`src/npw_pkg.sv`:
```
package npw_pkg;

  localparam int MAX_NODE_COUNT = 64;
  localparam int DEFAULT_COUNT  = 4;

  localparam int COORD_W = 16;   // signed Q8.8
  localparam int DIST_W  = 17;   // unsigned Q9.8
  localparam int PROX_W  = 17;   // unsigned Q1.16, up to 1.0
  localparam int FRAC_W  = 16;
  localparam int SQ_W    = 33;   // dx^2 + dy^2
  localparam int OUT_IDX_W = 6;

  localparam logic signed [COORD_W-1:0] UNIT_RADIUS = 16'sd256;

  typedef enum logic [2:0] {
    REQ_CURSOR    = 3'd0,
    REQ_NODE_R    = 3'd1,
    REQ_NODE_KEEP = 3'd2,
    REQ_LOAD      = 3'd3,
    REQ_EVAL      = 3'd4,
    REQ_COUNT     = 3'd5
  } req_e;

  typedef enum logic [3:0] {
    S_IDLE,
    S_RMW,
    S_P1_RD,
    S_P1_DX,
    S_P1_DY,
    S_P1_SQ,
    S_P1_DV,
    S_P1_WR,
    S_P2_RD,
    S_P2_ST,
    S_P2_WT,
    S_P2_OUT
  } state_e;

  typedef struct packed {
    logic signed [COORD_W-1:0] x;
    logic signed [COORD_W-1:0] y;
    logic signed [COORD_W-1:0] r;
  } node_t;

  typedef struct packed {
    logic [DIST_W-1:0] distance;
    logic [PROX_W-1:0] prox;
  } scr_t;

endpackage

```
`src/npw_isqrt.sv`:
```
// Bit-pair integer square root, one result bit per cycle.
module npw_isqrt (
  input  logic                         clk_i,
  input  logic                         rst_ni,
  input  logic                         start_i,
  input  logic [npw_pkg::SQ_W-1:0]     rad_i,
  output logic                         done_o,
  output logic [npw_pkg::DIST_W-1:0]   root_o
);

  localparam int RES_W = npw_pkg::SQ_W + 1;

  logic                        busy_q;
  logic [npw_pkg::SQ_W-1:0]    v_q;
  logic [npw_pkg::SQ_W-1:0]    bit_q;
  logic [RES_W-1:0]            res_q;
  logic [RES_W-1:0]            trial;
  logic                        take;

  assign trial  = res_q + {1'b0, bit_q};
  assign take   = {1'b0, v_q} >= trial;
  assign done_o = busy_q && (bit_q == '0);
  assign root_o = res_q[npw_pkg::DIST_W-1:0];

  always_ff @(posedge clk_i or negedge rst_ni) begin
    if (!rst_ni) begin
      busy_q <= 1'b0;
      bit_q  <= '0;
    end else if (start_i) begin
      busy_q <= 1'b1;
      bit_q  <= {1'b1, {(npw_pkg::SQ_W-1){1'b0}}};
    end else if (busy_q) begin
      if (bit_q == '0) begin
        busy_q <= 1'b0;
      end else begin
        bit_q <= bit_q >> 2;
      end
    end
  end

  always_ff @(posedge clk_i) begin
    if (start_i) begin
      v_q   <= rad_i;
      res_q <= '0;
    end else if (busy_q && (bit_q != '0)) begin
      if (take) begin
        v_q   <= v_q - trial[npw_pkg::SQ_W-1:0];
        res_q <= (res_q >> 1) + {1'b0, bit_q};
      end else begin
        res_q <= res_q >> 1;
      end
    end
  end

endmodule

```
`config.mk`:
```
export PLATFORM = sky130hd
export DESIGN_NAME = npw_isqrt
export DESIGN_NICKNAME = d
export VERILOG_FILES = /design/src/npw_pkg.sv /design/src/npw_isqrt.sv
export SDC_FILE = /design/constraint.sdc
export NUM_CORES = 1
export LEC_CHECK = 0
export ABC_CLOCK_PERIOD_IN_PS = 8900
export BUFFER_PORTS_ARGS = -buffer_cell sky130_fd_sc_hd__buf_2
export CORE_MARGIN = 8
export CORE_UTILIZATION = 65
export DETAILED_ROUTE_END_ITERATION = 6
export GPL_TIMING_DRIVEN = 0
export PLACE_DENSITY = 0.81
export SETUP_SLACK_MARGIN = 0.2
export SLEW_MARGIN = 20
export SYNTH_ARGS = -nofsm -noshare
export SYNTH_HDL_FRONTEND = slang
export SYNTH_SLANG_ARGS = --single-unit
```
`constraint.sdc`:
```
create_clock -name clk_i -period 8.9 [get_ports clk_i]
set_clock_uncertainty 0.15 [all_clocks]
set_input_delay 1.78 -clock clk_i [delete_from_list [all_inputs] [get_ports clk_i]]
set_output_delay 1.78 -clock clk_i [all_outputs]
set_load 0.005 [all_outputs]
```
==> impl_metrics.toml, run 1 <==
[timing]
worstMarginPinSlew_ps = 846
hold_violations = 0
rsz0062_at_grt = "false"
period_minus_slack_ps = 6710
tns_ps = 0
setup_viol_count_final = 0
min_period_over_period = 0.753
slew_headroom = 0.436
fmax_mhz = 149
finalMaxSlewViolations = 0

[finish]
multiInputGateArea_um2 = 4820
stdcell_count = 1099
area_delta_synth_final_pct = 8.68
layout-drive-gt1-share = 0.120
nNetsFinal = 1060
num_antenna_cells = 0
fillers = 895
register_area_um2 = 2120

[place]
io_buffer_count = 53
dpl.cell_count = 1083
dp_hpwl_um = 16100
gp_congestion = 1.01

[global_route]
grt_use_met1 = 0.374
met3_usage = 0.0449
track_usage = 0.286
grt_pass1_wl_um = 33700
antenna_found_initial = 0
grt_max_degree = 34
grt-ovfl-total = 0
top_usage_layer = "met2"
grt_use_met2 = 0.454
first_global_vias = 6763

[synth]
synth_edf_count = 33
ys_ff_latch = 85
ys_seq_area_frac = 0.292
ys_warn_count = 0
synthFlopType = "dfxtp_1"
synthCells = 890
synth.distinct_cells = 64
syn_nets = 996
syn_area_um2 = 7280
avgSynthCellArea_um2 = 8.18
synthArstFlopShare = 0.212

[run_status]
status = "finished, final reports clean"

[detailed_routing]
ant_nets = 0
drc = 0
via_per_inst = 6.45
firstDrtPassIters = 5
wirelength_um = 20900
drt_iter0_markers = 880
num_vias = 7087
avgRoutedWirePerCell_um = 19.0

[setup_path]
reg2reg_depth = 19
slowest_stage = "or2_2"
crit_required_ps = 8760
cp_max_fo = 33
startpoint_type = "flip-flop"
cp_cell_sequence = "ha_1 > a31oi_1 > a211oi_2 > a41oi_1 > a211oi_1 > or2_2 > a31oi_1 > xor2_1 > ha_1 > nand4_1 > or4_1 > a211o_1 > nand2_1 > o211ai_2 > a21oi_2 > o21ai_2 > buf_6 > nor2_1 > or2_2"
critPathKind = "reg -> reg"
end_kind = "flip-flop"
slowest_delay_ps = 780
arrival_ps = 6560

[floorplan]
die_w_um = 122
pin_count = 54
die_h_um = 122
rows = 38
core_um2 = 10900
fp.dieArea_um2 = 14800
start_util = 0.668

[clock_network]
post_cts_buffers = 0
clkTransAtPathRegs_ps = 90
htree_levels = 3
ctsHoldBuffers = 0
numCtsBuffers = 9
cts_resized = 0
insertion_delay_ps = 380
numClockSinks = 85
root_buffer = "clkbuf_8"
clockBufferDepth = 2
cts_tree = "done"

[pwr]
p_leak_nw = 3.30
total_power_mw = 2.72
p_per_area_nw_per_um2 = 344
max-vdd-ir-drop_v = 0.000193

[worst_hold_path]
min_delay_path_depth = 2
hold_class = "reg -> reg"

[job]
max-cap-violations = 0
## flip-flops by register name (all words and copies together) (netlist names)
name and count:
bit_q 17, v_q 33, busy_q 1, res_q 34
## cell usage in the layout (no fill, tap or decap), types with 4 or more instances in the layout
master | synthesis | layout
inv_1 | 19 | 19
o21ai_0 | 61 | 61
o21a_1 | 12 | 12
nand2b_1 | 8 | 8
ha_1 | 69 | 69
buf_2 | 5 | 58
nor3_1 | 16 | 16
nand3_1 | 13 | 13
xor2_1 | 30 | 30
a31oi_1 | 22 | 22
buf_4 | 17 | 17
a211oi_1 | 21 | 21
o31ai_1 | 6 | 6
o21bai_1 | 12 | 12
dfrtp_1 | 18 | 18
or3_1 | 9 | 9
mux2i_1 | 10 | 10
clkbuf_8 | 0 | 10
nor4_1 | 6 | 6
nor2_1 | 96 | 96
and2_1 | 6 | 6
edfxtp_1 | 33 | 33
a21o_1 | 22 | 22
o221a_2 | 6 | 6
mux2_2 | 4 | 4
o211ai_1 | 9 | 9
clkbuf_1 | 24 | 24
nand4_1 | 13 | 13
dfxtp_1 | 34 | 34
or2_2 | 4 | 4
xnor2_1 | 42 | 42
nand2_1 | 114 | 114
nor2b_1 | 11 | 11
a311oi_1 | 8 | 8
a21oi_1 | 64 | 64
nor3b_1 | 4 | 4
## where the power goes
| part | total (mW) | internal, mW | switching (mW) |
|---|---|---|---|
| sequential | 0.695 | 0.581 | 0.113 |
| clock | 0.280 | 0.126 | 0.155 |
| combinational | 1.75 | 0.706 | 1.04 |
## metrics by stage
| step | instance area (um2) | util | hold slack, ps | setup WS (ps) |
|---|---|---|---|---|
| global route | 7910 | 0.727 | 391 | 1960 |
| detailed placement | 7720 | 0.709 | 351 | 2280 |
| global placement | 7720 | 0.709 | 344 | 2300 |
| finish | 7910 | 0.727 | 365 | 2190 |
| floorplan | 7280 | - | 316 | 3520 |
| CTS | 7910 | 0.727 | 363 | 2240 |
## area by class of cell
class,instances,area share
multi-input combinational,736,0.609
sequential,85,0.268
timing repair buffer,53,0.0335
buffer,50,0.0335
tap,140,0.0221
clock buffer,11,0.0206
inverter,19,0.00902
clock inverter,5,0.00364
## layer usage
layer	wire length, um	vias up
met5	0	-
met3	1850	55
met1	8890	3279
met4	699	0
li1	-	3385
met2	9470	368
## Yosys cell counts (all sizes together) (4+ instances only)
cell type | number | area share
nand2 | 114 | 0.059
nor2 | 96 | 0.050
ha | 69 | 0.12
a21oi | 65 | 0.045
o21ai | 62 | 0.043
xnor2 | 42 | 0.051
dfxtp | 34 | 0.094
edfxtp | 33 | 0.14
xor2 | 30 | 0.036
buf | 26 | 0.024
clkbuf | 24 | 0.012
a211oi | 22 | 0.023
a21o | 22 | 0.023
a31oi | 22 | 0.019
inv | 19 | 0.0098
dfrtp | 18 | 0.062
nor3 | 16 | 0.011
nand3 | 13 | 0.0089
nand4 | 13 | 0.011
o21a | 12 | 0.012
o21bai | 12 | 0.012
nor2b | 11 | 0.0095
mux2i | 10 | 0.014
o211ai | 10 | 0.011
or3 | 9 | 0.0077
a311oi | 8 | 0.0096
nand2b | 8 | 0.0069
and2 | 6 | 0.0052
nor4 | 6 | 0.0052
o221a | 6 | 0.0093
o31ai | 6 | 0.0062
mux2 | 4 | 0.0062
nor3b | 4 | 0.0041
or2 | 4 | 0.0034
## final timing paths
| kind | from | to | slack [ps] |
|---|---|---|---|
| setup / recovery | bit_q[2] | v_q[0] | 2190 |
| hold / removal | res_q[33] | res_q[33] | 370 |
| setup reg to reg | bit_q[2] | v_q[0] | 2190 |
| hold reg to reg | res_q[33] | res_q[33] | 370 |
| max in group asynchronous | rst_ni | bit_q[26] | 7160 |
| min in group asynchronous | rst_ni | bit_q[24] | 1160 |
## logic make-up (layout without fill, tap and decap cells)
kind of cell / Yosys count / in the layout / synth area share
compound gates: 271 / 271 / 0.243
xor+xnor: 72 / 72 / 0.0866
fa+ha+maj: 70 / 70 / 0.121
buf+inv: 69 / 138 / 0.0462
flops: 85 / 85 / 0.292
mux: 14 / 14 / 0.0199
simple gates: 309 / 309 / 0.191
## worst max-delay path: cells and delay by family, from the launching register on
family | cells | cell delay (ps)
and+or+nand+nor | 6 | 2440
AOI/OAI and AO/OA | 9 | 2180
adders and majority gates | 2 | 730
DFF | 1 | 460
buffers and inverters | 1 | 210
xor gates and xnor gates | 1 | 110
No activity file was read; power rests on OpenSTA's default activity.
==> inputs of run 2 (changes only) <==
Settings changed: ABC_AREA set to 1, ABC_CLOCK_PERIOD_IN_PS 8900 to 6900, CORE_UTILIZATION 65 to 63, PLACE_DENSITY 0.81 to 0.78.
Clock period 8.9 ns to 6.9 ns, I/O delays scaled along.
==> run 2 against run 1 <==
  * Area after synthesis increased by 21%
  * Setup slack got worse by 890 ps
  * First-iteration DRC count increased by 17%
  * Critical endpoint is now v_q[19]
  * Highest routed layer unchanged
==> impl_metrics.toml, run 2 <==
[run_status]
status = "finished, final reports clean"

[clock_network]
clockBufferDepth = 2
root_buffer = "clkbuf_16"
clkTransAtPathRegs_ps = 70
post_cts_buffers = 0
ctsHoldBuffers = 0
insertion_delay_ps = 360
cts_tree = "done"
numClockSinks = 85
cts_resized = 0
htree_levels = 3
numCtsBuffers = 9

[setup_path]
crit_required_ps = 6810
startpoint_type = "flip-flop"
reg2reg_depth = 19
cp_cell_sequence = "ha_1 > nand2_1 > nor2_1 > a21oi_1 > o21ai_0 > a21oi_1 > o21ai_0 > xor2_1 > ha_1 > nand2_1 > nor2_1 > nand2_1 > nor4_1 > nand3_1 > nand2_1 > nand2_4 > buf_2 > a31oi_4 > buf_16"
reg2reg_to = "v_q[19]"
slowest_stage = "a31oi_4"
slowest_delay_ps = 600
r2r-start = "bit_q[2]"
end_kind = "flip-flop"
cp_common_cell = "nand2_1"
cp_max_fo = 19
arrival_ps = 5510
reg2reg_slack_ps = 1310
critPathKind = "reg -> reg"

[synth]
synthAdderAreaFrac = 0.101
synth_top_area_frac = 0.177
ys_seq_area_frac = 0.242
synth_edf_count = 33
avgSynthCellArea_um2 = 6.37
synth.most_common_cell = "nand2_1"
synth.distinct_cells = 47
yosys-top-cells-count = "414 x nand2_1, 173 x inv_1, 131 x nand3_1"
synthCells = 1378
syn_nets = 1484
ys_warn_count = 0
synth_compound_area_frac = 0.141
ys_ff_latch = 85
ys_top_cells_by_area = "nand2_1 18%, edfxtp_1 11%, ha_1 9.8%"
synth.area.mux_share = 0
synth_xor_area_frac = 0.0599
synth-simple-area-share = 0.350
synthArstFlopShare = 0.212
synth_top_area_cell = "nand2_1"
syn_area_um2 = 8780
synth_top_family_by_area = "simple AND/OR/NAND/NOR gates"
synthFlopType = "dfxtp_1"

[floorplan]
die_h_um = 134
die_w_um = 134
pin_count = 54
fp.dieArea_um2 = 18000
core_um2 = 13800
rows = 43
start_util = 0.637

[timing]
min_period_over_period = 0.811
hold_violations = 0
rsz0062_at_grt = "false"
fmax_mhz = 179
setup_slack_ps = 1310
finalMaxSlewViolations = 0
tns_ps = 0
slew_headroom = 0.391
worstMarginPinSlew_ps = 914
setup_viol_count_final = 0
period_minus_slack_ps = 5590

[finish]
largest_register_ffs = 34
stdcell_count = 1628
area_delta_synth_final_pct = 9.66
fillers = 1298
num_antenna_cells = 0
layout_common_cells = "414 x nand2_1, 173 x inv_1, 131 x nand3_1"
regMostFlops = "res_q"
final_util = 0.699
top_regs = "res_q (34), v_q (33), bit_q (17)"
multiInputGateArea_um2 = 5740
fin_area_um2 = 9630
nNetsFinal = 1549
register_area_um2 = 2120
final_common_cell = "nand2_1"
layout-drive-gt1-share = 0.0843

[place]
io_buffer_count = 53
preCtsSetupSlack_ps = 1470
placed_area_um2 = 9310
dpl.cell_count = 1612
dp_hpwl_um = 22500
gp_congestion = 1.03

[worst_hold_path]
hold_class = "reg -> reg"
hold_end = "res_q[0]"
hp-start = "res_q[0]"
min_delay_path_depth = 2

[detailed_routing]
firstDrtPassIters = 5
wirelength_um = 27900
num_vias = 9602
drc = 0
drt_iter0_markers = 1028
ant_nets = 0
via_per_inst = 5.90
avgRoutedWirePerCell_um = 17.2

[job]
max-cap-violations = 0

[global_route]
grt_max_degree = 20
grt_pass1_wl_um = 44000
grt-ovfl-total = 0
antenna_found_initial = 0
first_global_vias = 8616
track_usage = 0.306

[pwr]
p_per_area_nw_per_um2 = 452
p_leak_nw = 4.68
max-vdd-ir-drop_v = 0.000275
[run 2: cell types whose count changed after synthesis, moves of 10 or more]
cell and delta:
a211oi_1 -19, a21o_1 -15, a21oi_1 +20, a22oi_1 +15, a31oi_1 -17, inv_1 +154, mux2i_1 -10, nand2_1 +300
nand3_1 +118, nor2b_1 -11, or2_2 +13, xnor2_1 -12
[run 2: cells by family after synthesis]
logic type | Yosys count
xor+xnor | 60
compound gates | 217
buf+inv | 224
flops | 85
fa+ha+maj | 70
simple gates | 722
[run 2: worst max path at each step]
stage	endpoint	start	slack [ps]
2_1_floorplan	v_q[0]	bit_q[2]	1120
3_3_place_gp	v_q[9]	bit_q[4]	-670
3_5_place_dp	v_q[10]	bit_q[2]	1470
4_1_cts	v_q[19]	bit_q[2]	1450
5_1_grt	v_q[29]	bit_q[2]	930
6_report	v_q[19]	bit_q[2]	1310
[run 2: where the power goes]
| part | total (mW) | internal (mW) | leakage (nW) | switching, mW |
|---|---|---|---|---|
| logic | 2.89 | 1.03 | 3.67 | 1.86 |
| clock network | 0.527 | 0.300 | 0.156 | 0.227 |
| registers | 0.929 | 0.764 | 0.851 | 0.164 |
[run 2: area by class of cell]
cell class	count	area share
sequential	85	0.220
clock inverter	3	0.00234
timing repair buffer	54	0.0304
clock buffer	13	0.0304
multi-input combinational	1069	0.596
buffer	50	0.0291
tap	180	0.0234
inverter	174	0.0678
[run 2: per-stage QoR]
| step | power [mW] | hold WS, ps |
|---|---|---|
| 2_1_floorplan | 2.96 | 307 |
| 3_5_place_dp | 3.73 | 345 |
| 6_report | 4.35 | 354 |
| 4_1_cts | 4.27 | 355 |
| 5_1_grt | 4.68 | 379 |
| 3_3_place_gp | 3.65 | 332 |
[run 2: critical path: cells and delay by family (launching register included)]
| kind | cells | cell delay (ps) |
|---|---|---|
| buffers and inverters | 2 | 480 |
| xor gates and xnor gates | 1 | 150 |
| and+or+nand+nor | 9 | 1570 |
| adders and majority gates | 2 | 780 |
| DFF | 1 | 450 |
| AOI/OAI and AO/OA | 5 | 1690 |
[run 2: per-layer routing]
metal / vias up / global-route usage / wire length (um)
met1: 4402 / 0.438 / 12700
li1: 4649 / - / -
met2: 492 / 0.453 / 11800
met5: - / 0 / 0
met3: 59 / 0.0411 / 2630
met4: 0 / 0.122 / 848
