File: config.mk
export PLATFORM = sky130hd
export DESIGN_NAME = npw_div
export DESIGN_NICKNAME = d
export VERILOG_FILES = /design/src/npw_pkg.sv /design/src/npw_div.sv
export SDC_FILE = /design/constraint.sdc
export NUM_CORES = 1
export LEC_CHECK = 0
export BUFFER_PORTS_ARGS = -buffer_cell sky130_fd_sc_hd__buf_2
export CAP_MARGIN = 10
export CELL_PAD_IN_SITES_DETAIL_PLACEMENT = 1
export CELL_PAD_IN_SITES_GLOBAL_PLACEMENT = 1
export CORE_AREA = 2 2 121 123
export CTS_BUF_LIST = sky130_fd_sc_hd__clkbuf_4 sky130_fd_sc_hd__clkbuf_8 sky130_fd_sc_hd__clkbuf_16
export DETAILED_ROUTE_END_ITERATION = 8
export DIE_AREA = 0 0 123 125
export HOLD_SLACK_MARGIN = 0.03
export PLACE_DENSITY = 0.85
export SYNTH_ARGS = -nofsm -noshare
export SYNTH_HDL_FRONTEND = slang
export SYNTH_SLANG_ARGS = --single-unit
File: constraint.sdc
create_clock -name clk_i -period 5.5 [get_ports clk_i]
set_input_delay 1.1 -clock clk_i [delete_from_list [all_inputs] [get_ports clk_i]]
set_output_delay 1.1 -clock clk_i [all_outputs]
set_load 0.02 [all_outputs]
File: src/npw_pkg.sv
package npw_pkg;

  localparam int MAX_NODE_COUNT = 64;
  localparam int DEFAULT_COUNT  = 4;

  localparam int COORD_W = 16;   // signed Q8.8
  localparam int DIST_W  = 17;   // unsigned Q9.8
  localparam int PROX_W  = 17;   // unsigned Q1.16, up to 1.0
  localparam int FRAC_W  = 16;
  localparam int SQ_W    = 33;   // dx^2 + dy^2
  localparam int OUT_IDX_W = 6;

  localparam logic signed [COORD_W-1:0] UNIT_RADIUS = 16'sd256;

  typedef enum logic [2:0] {
    REQ_CURSOR    = 3'd0,
    REQ_NODE_R    = 3'd1,
    REQ_NODE_KEEP = 3'd2,
    REQ_LOAD      = 3'd3,
    REQ_EVAL      = 3'd4,
    REQ_COUNT     = 3'd5
  } req_e;

  typedef enum logic [3:0] {
    S_IDLE,
    S_RMW,
    S_P1_RD,
    S_P1_DX,
    S_P1_DY,
    S_P1_SQ,
    S_P1_DV,
    S_P1_WR,
    S_P2_RD,
    S_P2_ST,
    S_P2_WT,
    S_P2_OUT
  } state_e;

  typedef struct packed {
    logic signed [COORD_W-1:0] x;
    logic signed [COORD_W-1:0] y;
    logic signed [COORD_W-1:0] r;
  } node_t;

  typedef struct packed {
    logic [DIST_W-1:0] distance;
    logic [PROX_W-1:0] prox;
  } scr_t;

endpackage

File: src/npw_div.sv
// Restoring divider for (num << 16) / den with num <= den; 17-bit quotient.
module npw_div #(
  parameter int DEN_W = 23
) (
  input  logic                         clk_i,
  input  logic                         rst_ni,
  input  logic                         start_i,
  input  logic [DEN_W-1:0]             num_i,
  input  logic [DEN_W-1:0]             den_i,
  output logic                         done_o,
  output logic [npw_pkg::PROX_W-1:0]   quo_o
);

  localparam int CNT_W = $clog2(npw_pkg::FRAC_W + 1);

  logic                        busy_q;
  logic [CNT_W-1:0]            cnt_q;
  logic [DEN_W-1:0]            rem_q;
  logic [DEN_W-1:0]            den_q;
  logic [npw_pkg::PROX_W-1:0]  quo_q;
  logic [DEN_W:0]              rem2;
  logic                        ge;

  assign rem2   = {rem_q, 1'b0};
  assign ge     = rem2 >= {1'b0, den_q};
  assign done_o = busy_q && (cnt_q == '0);
  assign quo_o  = quo_q;

  always_ff @(posedge clk_i or negedge rst_ni) begin
    if (!rst_ni) begin
      busy_q <= 1'b0;
      cnt_q  <= '0;
    end else if (start_i) begin
      busy_q <= 1'b1;
      cnt_q  <= CNT_W'(npw_pkg::FRAC_W);
    end else if (busy_q) begin
      if (cnt_q == '0) begin
        busy_q <= 1'b0;
      end else begin
        cnt_q <= cnt_q - CNT_W'(1);
      end
    end
  end

  always_ff @(posedge clk_i) begin
    if (start_i) begin
      den_q <= den_i;
      if (num_i >= den_i) begin
        rem_q <= num_i - den_i;
        quo_q <= npw_pkg::PROX_W'(1);
      end else begin
        rem_q <= num_i;
        quo_q <= '0;
      end
    end else if (busy_q && (cnt_q != '0)) begin
      if (ge) begin
        rem_q <= DEN_W'(rem2 - {1'b0, den_q});
      end else begin
        rem_q <= rem2[DEN_W-1:0];
      end
      quo_q <= {quo_q[npw_pkg::PROX_W-2:0], ge};
    end
  end

endmodule
==> results of run 1 <==
==> cells in the final DEF, fill, tap and decap left out, types with 10 or more instances in the layout <==
master                     count
sky130_fd_sc_hd__nor3_1       10
sky130_fd_sc_hd__nor2b_1      27
sky130_fd_sc_hd__a31oi_1      10
sky130_fd_sc_hd__ha_1         48
sky130_fd_sc_hd__nor2_1       48
sky130_fd_sc_hd__a21oi_1      65
sky130_fd_sc_hd__inv_1        62
sky130_fd_sc_hd__nand3_1      13
sky130_fd_sc_hd__nand2_1      38
sky130_fd_sc_hd__o21a_1       11
sky130_fd_sc_hd__buf_2        66
sky130_fd_sc_hd__mux2i_1      10
sky130_fd_sc_hd__edfxtp_1     63
sky130_fd_sc_hd__xor2_1       16
sky130_fd_sc_hd__xnor2_1      16
sky130_fd_sc_hd__a211oi_1     16
sky130_fd_sc_hd__o21ai_0      31
==> per-layer routing <==
metal / track usage (%) / vias up / wire [um]
met2: 37.7 / 121 / 8300
met4: 6.02 / 0 / 333
li1: - / 2386 / -
met3: 3.42 / 31 / 545
met5: 0 / - / 0
met1: 28.7 / 2483 / 7170
==> cells in the mapped netlist (3+ instances only) <==
library cell,n,area [um^2]
sky130_fd_sc_hd__and2_1,3,18.8
sky130_fd_sc_hd__a221oi_1,3,26.3
sky130_fd_sc_hd__o31a_1,4,35.0
sky130_fd_sc_hd__clkbuf_1,10,37.5
sky130_fd_sc_hd__a21oi_1,65,325
sky130_fd_sc_hd__o211ai_1,6,45.0
sky130_fd_sc_hd__nor2_1,48,180
sky130_fd_sc_hd__o21a_1,11,82.6
sky130_fd_sc_hd__or3_1,5,31.3
sky130_fd_sc_hd__a21o_1,8,60.1
sky130_fd_sc_hd__a31oi_1,10,62.6
sky130_fd_sc_hd__mux2i_1,10,100
sky130_fd_sc_hd__edfxtp_1,63,1890
sky130_fd_sc_hd__a211oi_1,16,120
sky130_fd_sc_hd__buf_2,11,55.1
sky130_fd_sc_hd__o21bai_1,5,37.5
sky130_fd_sc_hd__nand2b_1,8,50.1
sky130_fd_sc_hd__o211a_1,3,30.0
sky130_fd_sc_hd__xnor2_1,16,140
sky130_fd_sc_hd__nand3_1,13,65.1
sky130_fd_sc_hd__nor3_1,10,50.1
sky130_fd_sc_hd__inv_1,62,233
sky130_fd_sc_hd__nor2b_1,27,169
sky130_fd_sc_hd__o21ai_0,31,155
sky130_fd_sc_hd__xor2_1,16,140
sky130_fd_sc_hd__dfrtp_1,6,150
sky130_fd_sc_hd__ha_1,48,601
sky130_fd_sc_hd__o31ai_1,5,37.5
sky130_fd_sc_hd__nand2_1,39,146
sky130_fd_sc_hd__nand4_1,7,43.8
sky130_fd_sc_hd__buf_4,3,22.5
sky130_fd_sc_hd__and3_1,8,50.1
==> worst max-delay path, stage by stage (launching register included) <==
cell and delay (ps):
sky130_fd_sc_hd__edfxtp_1 440, sky130_fd_sc_hd__fa_1 510, sky130_fd_sc_hd__a211oi_1 470, sky130_fd_sc_hd__o21ai_0 260, sky130_fd_sc_hd__nand4_1 170, sky130_fd_sc_hd__a31oi_1 100, sky130_fd_sc_hd__nor2_2 780, sky130_fd_sc_hd__buf_4 410
sky130_fd_sc_hd__nor2_1 90, sky130_fd_sc_hd__a211oi_1 350, sky130_fd_sc_hd__a21oi_1 100
==> metrics by stage <==
step / cell area [um^2] / util (%)
after floorplan: 5640 / -
after global placement: 6110 / 43.0
after detailed placement: 6110 / 43.0
after CTS: 6370 / 44.8
after global routing: 6370 / 44.8
final: 6370 / 44.8
==> registers in the layout, summed over array words and instances (netlist names) <==
signal,cells
den_q,23
quo_o,17
cnt_q,5
busy_q,1
rem_q,23
==> worst max-delay path by stage <==
stage                     startpoint  cells after the start  slack [ps]         to
after detailed placement   num_i[18]                     10        1270  rem_q[13]
after global routing        rem_q[0]                     10        1150   rem_q[8]
after global placement      den_i[3]                      9        1500   quo_o[0]
after floorplan             num_i[0]                     12        2170  rem_q[18]
after CTS                   rem_q[0]                     10        1540   rem_q[8]
final                       rem_q[0]                     10        1480   rem_q[8]
==> area by class of cell <==
cell class | instances | area [um^2] | area share, %
clock inverter | 5 | 28.8 | 0.452
inverter | 62 | 233 | 3.65
clock buffer | 10 | 233 | 3.65
timing repair buffer | 69 | 353 | 5.54
tap | 184 | 230 | 3.62
sequential | 69 | 2040 | 32.1
multi-input combinational | 469 | 3250 | 51.0
==> power groups by stage <==
stage / combinational, W / clock (W) / sequential, W
floorplan: 0.00115 / 0 / 0.000938
global placement: 0.00152 / 0 / 0.000889
detailed placement: 0.00161 / 0 / 0.000903
CTS: 0.00164 / 0.000531 / 0.000898
global route: 0.00183 / 0.000555 / 0.000919
finish: 0.00167 / 0.000524 / 0.000897
==> kinds of logic after synthesis <==
group,count (synthesis)
compound gates,196
fa+ha+maj,50
buf+inv,87
simple gates,179
xor+xnor,32
mux,12
flops,69
==> flow_results.org, run 1 <==
** Outcome
- Result of the run :: finished, final reports clean

** Worst setup path
- R2R setup slack :: 1480 ps
- The endpoint identified for the worst register-to-register timing path is rem_q[8].
- Worst endpoint data arrival time :: 4050 ps
- Measured in cells, the most critical reg-to-reg path has a length of 10.
- Category of the worst setup path capture point :: register
- STA puts the critical path data required time at 5530 ps.
- Kind of launch point of the worst setup path :: register
- Critical path class :: register to register
- Reg2Reg Launch Point :: rem_q[0]
- Worst Path Max Fanout :: 22

** Clock network
- TritonCTS clock tree :: built
- The later pin in the worst-skew pair is clocked with a latency of 330 ps.
- Clock input transition at the sequential cells of the worst setup and hold paths :: 60 ps
- Post-cts sizing count :: 0
- Hold bufs inserted after CTS :: 0
- Max Buffers Root-to-Sink :: 2
- Clk sinks :: 69
- In this run the post-CTS setup repair buffer count came out at 0.
- Clock root cell :: sky130_fd_sc_hd__clkbuf_16
- TritonCTS Buffers :: 9
- The H-tree generated during clock tree synthesis spans 3 levels.

** Timing
- Post-Route Hold Slack :: 532 ps
- Maximum clock rate :: 0.249 GHz
- The final hold violation count was 0.
- The clock arrives with 8.67 ps of skew.
- The final critical path takes up 73.1% of the cycle.
- After routing, the total negative slack on setup checks comes to 0 ps.
- RSZ-0062 raised after global routing :: no
- Transition at the pin with the smallest max-transition slack :: 1100 ps
- Final min period :: 4020 ps
- In this run the tightest slew margin relative to its limit is 26.3%.
- Setup violations remaining at the end of the flow were counted as 0.
- Post-route worst setup slack :: 1480 ps
- Max-slew violations :: 0

** Power and ir drop
- The clock network is responsible for 17.0% of the overall power.
- For this design the ratio of total power to cell area is 485 mW/mm^2.
- The analysis attributes to net switching a power of 0.00134 W.
- Net switching is 43.4% of the power.
- Sequential cells burn 29.1% of the power.
- Cell internal power was estimated by the tool at 0.00175 W.
- The analysis attributes to cell leakage a power of 2.81 nW.
- Max VDD drop :: 0.199 mV
- PnR Total Power :: 0.00309 W
- Fraction of power consumed by combinational cells :: 54.0%

** Synth
- Synth async-reset ratio :: 8.70%
- Post-Synth Adder-Cell Area :: 11.4%
- The cell count after synthesis came out at 625.
- Of the total synthesized cell area, the portion taken by XOR and XNOR cells is 4.97%.
- In this run, synthesis inferred 63 flip-flops with an integrated enable.
- After Yosys synthesis, and, or, nand and nor cells account for 15.8% of the synthesized area.
- Portion of the post-synthesis area used by sequential elements :: 36.2%
- Synthesis produced a netlist with a net count of 724.
- Post-synthesis sequential element count :: 69
- For this run, the leading register cell type out of synthesis is sky130_fd_sc_hd__edfxtp_1.
- Multiplexer area fraction after synthesis :: 2.17%
- Share of the synthesized area in compound gates (AO/OA/AOI/OAI) :: 23.3%
- Combinational family with the most area after synthesis :: compound AO/OA/AOI/OAI gates
- Syn avg cell area :: 9.02 um^2
- The synthesized netlist occupies a cell area of 0.00564 mm^2.
- Distinct cell type count of the synthesized netlist :: 68
- For this run, the number of Yosys warnings is 0.

** Placed design
- Total half-perimeter wirelength after legalization and detailed placement :: 12.4 mm
- Placed insts :: 853
- Buffers placed on the I/O ports in this run total 66.
- Timing analysis after detailed placement gives a worst setup slack of 1270 ps.
- The congestion estimate from routability-driven global placement came to 0.900.

** Routing
- Routed vias/inst :: 5.78
- For this run, design rule violations remaining after detail routing come to 0.
- Iteration-0 DRC Markers :: 319
- In the final routed layout, each cell accounts on average for 18.8 um.
- First-pass iteration count of the detailed router :: 5
- DRT antenna net count :: 0
- Routed via count :: 5,021
- Routed wire length :: 16.4 mm

** Final layout
- 0 antenna diodes ended up in the layout.
- Post-synthesis to final-layout area growth :: 12.9%
- Final net count :: 779
- For this run, the number of standard cells in the final layout without fillers is 868.
- The filler cells instantiated in the layout total 1,718.
- Share of layout cells above drive strength 1 :: 14.6%

** Floorplan
- Number of top-level pins :: 67
- Measured along the y axis, the die boundary spans 125 um.
- After floorplanning, the core was divided into 44 placement rows.
- From left edge to right edge, the die measures 123 um.
- The die covers 0.0154 mm^2.
- Core Region :: 0.0142 mm^2
- Once the floorplan was initialized, standard cells occupied 39.7% of the core.

** GRT
- Vias in the first global route :: 5,273
- The first global-routing pass estimated 27.0 mm of wire.
- Residual overflow from global routing :: 0
- Entering global routing, the biggest net connects 80 pins.
- Global-route total usage across every layer :: 22.0%
- The number of antenna violations at the first check in global routing came to 0.

** Worst hold path
- In this run the worst hold path is classified as register to register.
- The worst hold path begins at cnt_q[4].
- Hold Path Depth :: 2
- The path with the worst hold slack has its endpoint at cnt_q[4].

** Flow run
- Number of violations of the max-capacitance limit :: 0
Power figures use the tool's default switching activity.
==> run 2: changes to the inputs <==
PLACE_DENSITY = 0.88   (was 0.85)
clock period = 3.5 ns   (was 5.5 ns; I/O delays follow)
==> run 2 against run 1 <==
Against the previous run: clock skew decreased by 3.9 ps; combinational power increased by 60%; hold slack got worse by 340 ps; sequential share of layout area decreased by 0.24 points; global-route usage increased by 1.0 points; via count increased by 0.72%; first-iteration DRC count increased by 5.0%; register-to-register slack got worse by 1200 ps; non-clock buffer count increased by 3; critical path type is now primary input to register; critical endpoint is now rem_q[18].
==> flow_results.org, run 2 (synthesis results as in run 1) <==
** Routing
- The routed length on met3 came to 644 um (was 545 um).
- The overall via count from detail_route is 5,057 (was 5,021).
- Routed wl met2 :: 8.70 mm (was 8.30 mm)
- Routed wire length :: 16.9 mm (was 16.4 mm)
- Iteration-0 DRC Markers :: 335 (was 319)
- The highest routing layer actually used is met4 (unchanged).
- The number of nets with antenna violations after detailed routing is 0 (unchanged).
- M1 wire length :: 7.17 mm (about the same)
- The number of remaining DRC errors is 0 (unchanged).
- The via density per instance is 5.82 (was 5.78).
- Wire length per cell after detailed routing :: 19.5 um (was 18.8 um)
- First-pass iteration count of the detailed router :: 5 (unchanged)

** GRT
- Vias in the first global route :: 5,493 (was 5,273)
- Global-route total usage across every layer :: 23.0% (was 22.0%)
- Residual overflow from global routing :: 0 (unchanged)
- The global-route wire length before repair is 28.0 mm (was 27.0 mm).
- The number of antenna violations at the first check in global routing came to 0 (unchanged).
- Maximum number of pins on one net before global-route repair :: 80 (unchanged)

** Timing
- Count of endpoints failing hold in the final timing report :: 0 (unchanged)
- Transition at the pin with the smallest max-transition slack :: 1040 ps (was 1100 ps)
- The largest clock skew in the final design was 4.76 ps (was 8.67 ps).
- Headroom to the max-slew limit :: 30.2% (was 26.3%)
- Timing would allow up to 0.312 GHz.
- RSZ-0062 raised after global routing :: no (unchanged)
- The worst path in the final design needs a cycle of 3200 ps, including I/O delays and setup.
- Ratio of final minimum period to clock period :: 91.5%
- The total of endpoints with negative setup slack in the final report came to 0 (unchanged).
- The count of final max-slew check failures came to 0 (unchanged).

** Power and ir drop
- The total power came to 0.00489 W (was 0.00309 W).
- The areal power density over the cells was 763 mW/mm^2 (was 485 mW/mm^2).
- Static leakage :: 2.82 nW (was 2.81 nW)
- The peak ir drop on the vdd network is 0.300 mV (was 0.199 mV).

** Clock network
- Clock root cell :: sky130_fd_sc_hd__clkbuf_16 (unchanged)
- # H-tree levels :: 3 (unchanged)
- TritonCTS Buffers :: 9 (unchanged)
- Latest clock arrival within the worst-skew pair :: 330 ps (about the same)
- The CTS tree is built (unchanged).
- Hold bufs inserted after CTS :: 0 (unchanged)
- Buffer count from post-CTS setup fixing :: 0 (unchanged)
- Clock input transition at the sequential cells of the worst setup and hold paths :: 50 ps (was 60 ps)
- Post-cts sizing count :: 0 (unchanged)
- Max Buffers Root-to-Sink :: 2 (unchanged)
- The clock sink count was 69 (unchanged).

** Floorplan
- The die area came to 0.0154 mm^2 (unchanged).
- Number of top-level pins :: 67 (unchanged)
- The initial core utilization was 39.7% (unchanged).
- Count of standard-cell rows :: 44 (unchanged)
- Die X-Extent :: 123 um (unchanged)
- Core Region :: 0.0142 mm^2 (unchanged)
- The die height came to 125 um (unchanged).

** Worst setup path
- Worst endpoint data arrival time :: 3270 ps (was 4050 ps)
- The required time of the critical path is 3570 ps (was 5530 ps).
- The capture instance of the worst register-to-register path is rem_q[18] (was rem_q[8]).
- Worst Path Max Fanout :: 4 (was 22)
- The worst-case register-to-register setup slack is 300 ps (was 1480 ps).
- Reg2Reg Launch Point :: den_q[0] (was rem_q[0])
- The type of element launching the critical path is a primary input (was register).
- The number of cell instances on the worst register-to-register path came to 10 (unchanged).
- Category of the worst setup path capture point :: register (unchanged)
- The class of the most critical setup path is primary input to register (was register to register).

** Outcome
- Result of the run: finished, final reports clean (unchanged).

** Final layout
- The register area came to 0.00204 mm^2 (unchanged).
- Share of layout cells above drive strength 1 :: 14.6% (about the same)
- Fillcell total :: 1,692 (was 1,718)
- Post-synthesis to final-layout area growth :: 13.8% (was 12.9%)
- The area of combinational cells with multiple inputs came to 0.00325 mm^2 (unchanged).
- Finished Core Util :: 45.2% (was 44.8%)
- The final cell count without fillers was 869 (was 868).
- Final net count :: 782 (was 779)
- Antenna diode count :: 0 (unchanged)
- The most common library cell in the layout ignoring fill and taps was sky130_fd_sc_hd__buf_2 (unchanged).
- Most frequent cells in the layout: sky130_fd_sc_hd__buf_2 (66), sky130_fd_sc_hd__a21oi_1 (65), sky130_fd_sc_hd__edfxtp_1 (63) (unchanged).

** Placed design
- Weighted congestion at the end of routability-driven global placement :: 0.925 (was 0.900)
- The sum of net half-perimeters after detailed placement was 12.3 mm (was 12.4 mm).
- Number of I/O port buffers :: 66 (unchanged)
- The cell total after placement was 856 (was 853).

** Worst hold path
- The type of the tightest min-delay check was primary input to asynchronous set/reset pin (was register to register).

** Flow run
- The number of max-cap violations is 0 (unchanged).
-- run 2: changes by cell type in the layout (fill, tap and decap cells not counted), sizes merged --
cell and change:
clkinv -3, clkinvlp +1, buf +3
-- run 2: final cells by class --
class,count,share of cell area (%)
multi-input combinational,469,50.6
sequential,69,31.8
timing repair buffer,72,6.44
clock buffer,10,3.63
inverter,62,3.63
tap,184,3.59
clock inverter,3,0.254
-- run 2: power by group --
| group | internal [W] | total [W] | switching, W |
|---|---|---|---|
| sequential | 0.00125 | 0.00142 | 0.000165 |
| combinational | 0.00104 | 0.00268 | 0.00164 |
| clock | 0.000471 | 0.000796 | 0.000325 |
-- run 2: stage by stage --
step | hold slack [ps] | worst slack (ps) | instance area, um^2 | TNS (ps)
detailed placement | 533 | -3.26 | 6170 | -3.26
floorplan | 404 | 569 | 5640 | 0
CTS | 184 | 334 | 6410 | 0
finish | 194 | 298 | 6410 | 0
global placement | 510 | 113 | 6170 | 0
global route | 193 | 96.5 | 6410 | 0
-- run 2: worst max-delay path by stage --
stage | start | to | slack [ps] | depth (start not counted)
final | num_i[0] | rem_q[18] | 300 | 13
after global routing | den_q[0] | rem_q[10] | 100 | 10
after CTS | num_i[0] | rem_q[18] | 330 | 13
after detailed placement | num_i[0] | rem_q[18] | -3 | 13
after global placement | num_i[0] | rem_q[18] | 110 | 13
after floorplan | num_i[0] | rem_q[18] | 570 | 12
-- run 2: critical path, cell delays in order --
cell and delay (ps):
sky130_fd_sc_hd__buf_2 110, sky130_fd_sc_hd__inv_1 70, sky130_fd_sc_hd__ha_1 170, sky130_fd_sc_hd__inv_1 60
sky130_fd_sc_hd__fa_1 430, sky130_fd_sc_hd__a211oi_1 290, sky130_fd_sc_hd__o311ai_0 230, sky130_fd_sc_hd__a22o_1 290
sky130_fd_sc_hd__o31ai_1 380, sky130_fd_sc_hd__nand2_1 180, sky130_fd_sc_hd__xnor2_1 150, sky130_fd_sc_hd__o21ai_0 80
sky130_fd_sc_hd__a21boi_0 140
-- run 2: per-layer routing --
layer / vias up / global-route usage, %
met3: 35 / 3.24
met1: 2481 / 28.7
met2: 156 / 40.3
met5: - / 0
li1: 2385 / -
met4: 0 / 7.89
==> run 3: changes to the inputs <==
REMOVE_ABC_BUFFERS = 1   (was default)
==> run 3 against run 2 <==
Against the previous run: power decreased by 0.22%; worst setup slack better by 42 ps; sequential cell count unchanged; wire length is 1.3% lower; global-route usage shrank 0.45 points; non-clock buffer count increased by 1; cell count is 0.12% higher; via count is 0.22% lower; sequential share of layout area about the same; clock power is essentially flat; combinational power hardly changed; critical path type is now register to register; critical endpoint is now rem_q[19].
==> flow_results.org, run 3 (synthesis results as in run 1) <==
** Outcome
- Result of the run: finished, final reports clean (unchanged).

** Clock network
- Post-cts sizing count :: 0 (unchanged)
- Clock root cell :: sky130_fd_sc_hd__clkbuf_16 (unchanged)
- The number of buffers added by the clock tree synthesis step was 9 (unchanged).
- The CTS tree is built (unchanged).
- # H-tree levels :: 3 (unchanged)
- The clock sink count is 69 (unchanged).
- The buffer levels on the longest clock path was 2 (unchanged).
- Buffer count from post-CTS setup fixing :: 0 (unchanged)
- Clock input transition at the sequential cells of the worst setup and hold paths :: 60 ps (was 50 ps)
- Latest clock arrival within the worst-skew pair :: 340 ps (was 330 ps)
- The number of hold buffers added after CTS came to 0 (unchanged).

** Floorplan
- Initial core utilization :: 39.7% (unchanged)
- Core Region :: 0.0142 mm^2 (unchanged)
- The die outline width is 123 um (unchanged).
- The number of rows created at floorplan was 44 (unchanged).
- The die area is 0.0154 mm^2 (unchanged).
- The I/O pin total came to 67 (unchanged).
- DIE HEIGHT :: 125 um (unchanged)

** Final layout
- Antenna diode count :: 0 (unchanged)
- Fillcell total :: 1,680 (was 1,692)
- Finished Core Util :: 45.1% (was 45.2%)
- Most frequent cells in the layout :: sky130_fd_sc_hd__buf_2 (66), sky130_fd_sc_hd__a21oi_1 (65), sky130_fd_sc_hd__edfxtp_1 (63) (unchanged)
- Non-filler instance count after layout :: 870 (was 869)
- The ratio of cells with drive above 1 in the final layout is 14.7% (was 14.6%).
- The final design instance area without fill was 0.00641 mm^2 (about the same).
- Final net count :: 783 (was 782)
- The area of combinational cells with multiple inputs is 0.00325 mm^2 (unchanged).
- The most common library cell in the layout ignoring fill and taps is sky130_fd_sc_hd__buf_2 (unchanged).
- FF/Latch Area :: 0.00204 mm^2 (unchanged)
- Post-synthesis to final-layout area growth :: 13.7% (was 13.8%)

** Timing
- The total of endpoints with negative setup slack in the final report was 0 (unchanged).
- The maximum frequency from static timing analysis is 0.316 GHz (was 0.312 GHz).
- Max-slew violations :: 0 (unchanged)
- The minimum period implied by the final worst setup slack is 3160 ps (was 3200 ps).
- The actual transition at the worst max-transition pin came to 1030 ps (was 1040 ps).
- RSZ-0062 raised after global routing :: no (unchanged)
- The worst hold slack came to 181 ps (was 194 ps).
- The remaining max-slew budget at the tightest pin was 30.8% (was 30.2%).
- Clock tree skew after final layout :: 9.60 ps (was 4.76 ps)
- The final hold violation count is 0 (unchanged).
- The least setup slack across all paths after layout was 340 ps (was 298 ps).
- The final cycle utilization of the critical path is 90.3% (was 91.5%).

** Worst setup path
- Critical path class :: register to register (was primary input to register)
- The top fanout value on the critical path was 42 (was 4).
- The type of element launching the critical path is a register (was primary input).
- The capture instance of the worst register-to-register path is rem_q[19] (was rem_q[18]).
- Worst endpoint data arrival time :: 3220 ps (was 3270 ps)
- The number of cell instances on the worst register-to-register path was 10 (unchanged).
- Worst Setup EP :: rem_q[19] (was rem_q[18])
- Worst-path cell chain: fa_1 -> a211oi_1 -> o21ai_0 -> nand4_1 -> a31oi_1 -> nor2_2 -> buf_12 -> a311oi_1 -> a221oi_1 -> a21oi_1 (was buf_2 -> inv_1 -> ha_1 -> inv_1 -> fa_1 -> a211oi_1 -> o311ai_0 -> a22o_1 -> o31ai_1 -> nand2_1 -> xnor2_1 -> o21ai_0 -> a21boi_0).
- Startpoint of the most critical setup path :: rem_q[0] (was num_i[0])
- The worst-path cell with the longest stage delay was sky130_fd_sc_hd__fa_1 (unchanged).
- R2R setup slack :: 340 ps (was 300 ps)
- Data required time of the critical path :: 3560 ps (was 3570 ps)
- Reg2Reg Launch Point :: rem_q[0] (was den_q[0])
- CP max stage delay :: 510 ps (was 430 ps)
- Category of the worst setup path capture point :: register (unchanged)

** Placed design
- The number of buffer cells added on primary ports is 66 (unchanged).
- Post-Place Worst Slack :: -38.8 ps (was -3.26 ps)
- Weighted congestion at the end of routability-driven global placement :: 0.896 (was 0.925)
- Total half-perimeter wirelength after legalization and detailed placement :: 12.4 mm (was 12.3 mm)
- The cell area after placement came to 0.00616 mm^2 (was 0.00617 mm^2).
- Placed insts :: 857 (was 856)

** Power and ir drop
- Max VDD drop :: 0.245 mV (was 0.300 mV)
- Clock network fraction of design power :: 16.3% (about the same)
- Power density normalized to cell area :: 762 mW/mm^2 (was 763 mW/mm^2)
- Static leakage :: 2.82 nW (about the same)
- Switching power of the nets :: 0.00212 W (was 0.00213 W)
- The switching share of power is 43.3% (was 43.4%).
- The total internal power is 0.00277 W (about the same).
- Fraction of power consumed by combinational cells :: 54.7% (was 54.8%)
- Register share of total power :: 29.0% (about the same)

** GRT
- Wire length of the first global-routing pass :: 27.5 mm (was 28.0 mm)
- The number of antenna violations at the first check in global routing came to 0 (unchanged).
- Vias in the first global route :: 5,390 (was 5,493)
- Global-route total usage across every layer :: 22.6% (was 23.0%)
- The total congestion overflow after global routing is 0 (unchanged).
- Maximum number of pins on one net before global-route repair :: 57 (was 80)

** Routing
- Routed via count :: 5,046 (was 5,057)
- The number of remaining DRC errors came to 0 (unchanged).
- Wire length per cell after detailed routing :: 19.2 um (was 19.5 um)
- Routed wire length :: 16.7 mm (was 16.9 mm)
- The via density per instance is 5.80 (was 5.82).
- First-pass iteration count of the detailed router :: 4 (was 5)
- The number of nets with antenna violations after detailed routing was 0 (unchanged).
- Iteration-0 DRC Markers :: 335 (unchanged)

** Flow run
- The number of max-cap violations was 0 (unchanged).

** Worst hold path
- The type of the tightest min-delay check was primary input to asynchronous set/reset pin (unchanged).
-- run 3: critical path, delay by kind of cell, from the launching register on --
family                     cells  cell delay [ps]
adders and majority gates      1              510
and+or+nand+nor                2              330
AOI/OAI and AO/OA              6             1360
DFF                            1              450
buffers and inverters          1              230
-- run 3: metrics by stage --
stage | total power, W | setup TNS, ps
after floorplan | 0.00323 | 0
after global placement | 0.00379 | 0
after detailed placement | 0.00397 | -57.5
after CTS | 0.00487 | 0
after global routing | 0.00522 | 0
final | 0.00488 | 0
-- run 3: final cells by class --
| cell class | count | share of cell area [%] |
|---|---|---|
| Clock buffer | 10 | 3.63 |
| Clock inverter | 3 | 0.254 |
| Inverter | 62 | 3.63 |
| Multi-Input combinational cell | 469 | 50.7 |
| Sequential cell | 69 | 31.9 |
| Tap cell | 184 | 3.59 |
| Timing Repair Buffer | 73 | 6.36 |
-- run 3: worst min path at each step --
| stage | from | end | slack [ps] | depth (start not counted) |
|---|---|---|---|---|
| 6_report | rst_ni | busy_q | 180 | 1 |
| 5_1_grt | rst_ni | busy_q | 180 | 1 |
| 4_1_cts | rst_ni | cnt_q[0] | 180 | 1 |
| 3_5_place_dp | cnt_q[4] | cnt_q[4] | 530 | 2 |
| 3_3_place_gp | cnt_q[4] | cnt_q[4] | 510 | 2 |
| 2_1_floorplan | rst_ni | busy_q | 400 | 0 |
-- run 3: power groups by stage --
stage / clock network [W] / logic [W] / registers [W]
after detailed placement: 0 / 0.00256 / 0.00142
after CTS: 0.000815 / 0.00264 / 0.00141
final: 0.000795 / 0.00267 / 0.00141
after global placement: 0 / 0.00240 / 0.00139
after floorplan: 0 / 0.00176 / 0.00147
after global routing: 0.000844 / 0.00293 / 0.00145
-- run 3: metal layers --
layer / vias up / GRT usage [%] / routed length [um]
met5: - / 0 / 0
met4: 0 / 8.69 / 455
met3: 37 / 3.42 / 690
met2: 133 / 38.7 / 8450
met1: 2479 / 28.3 / 7080
li1: 2397 / - / -
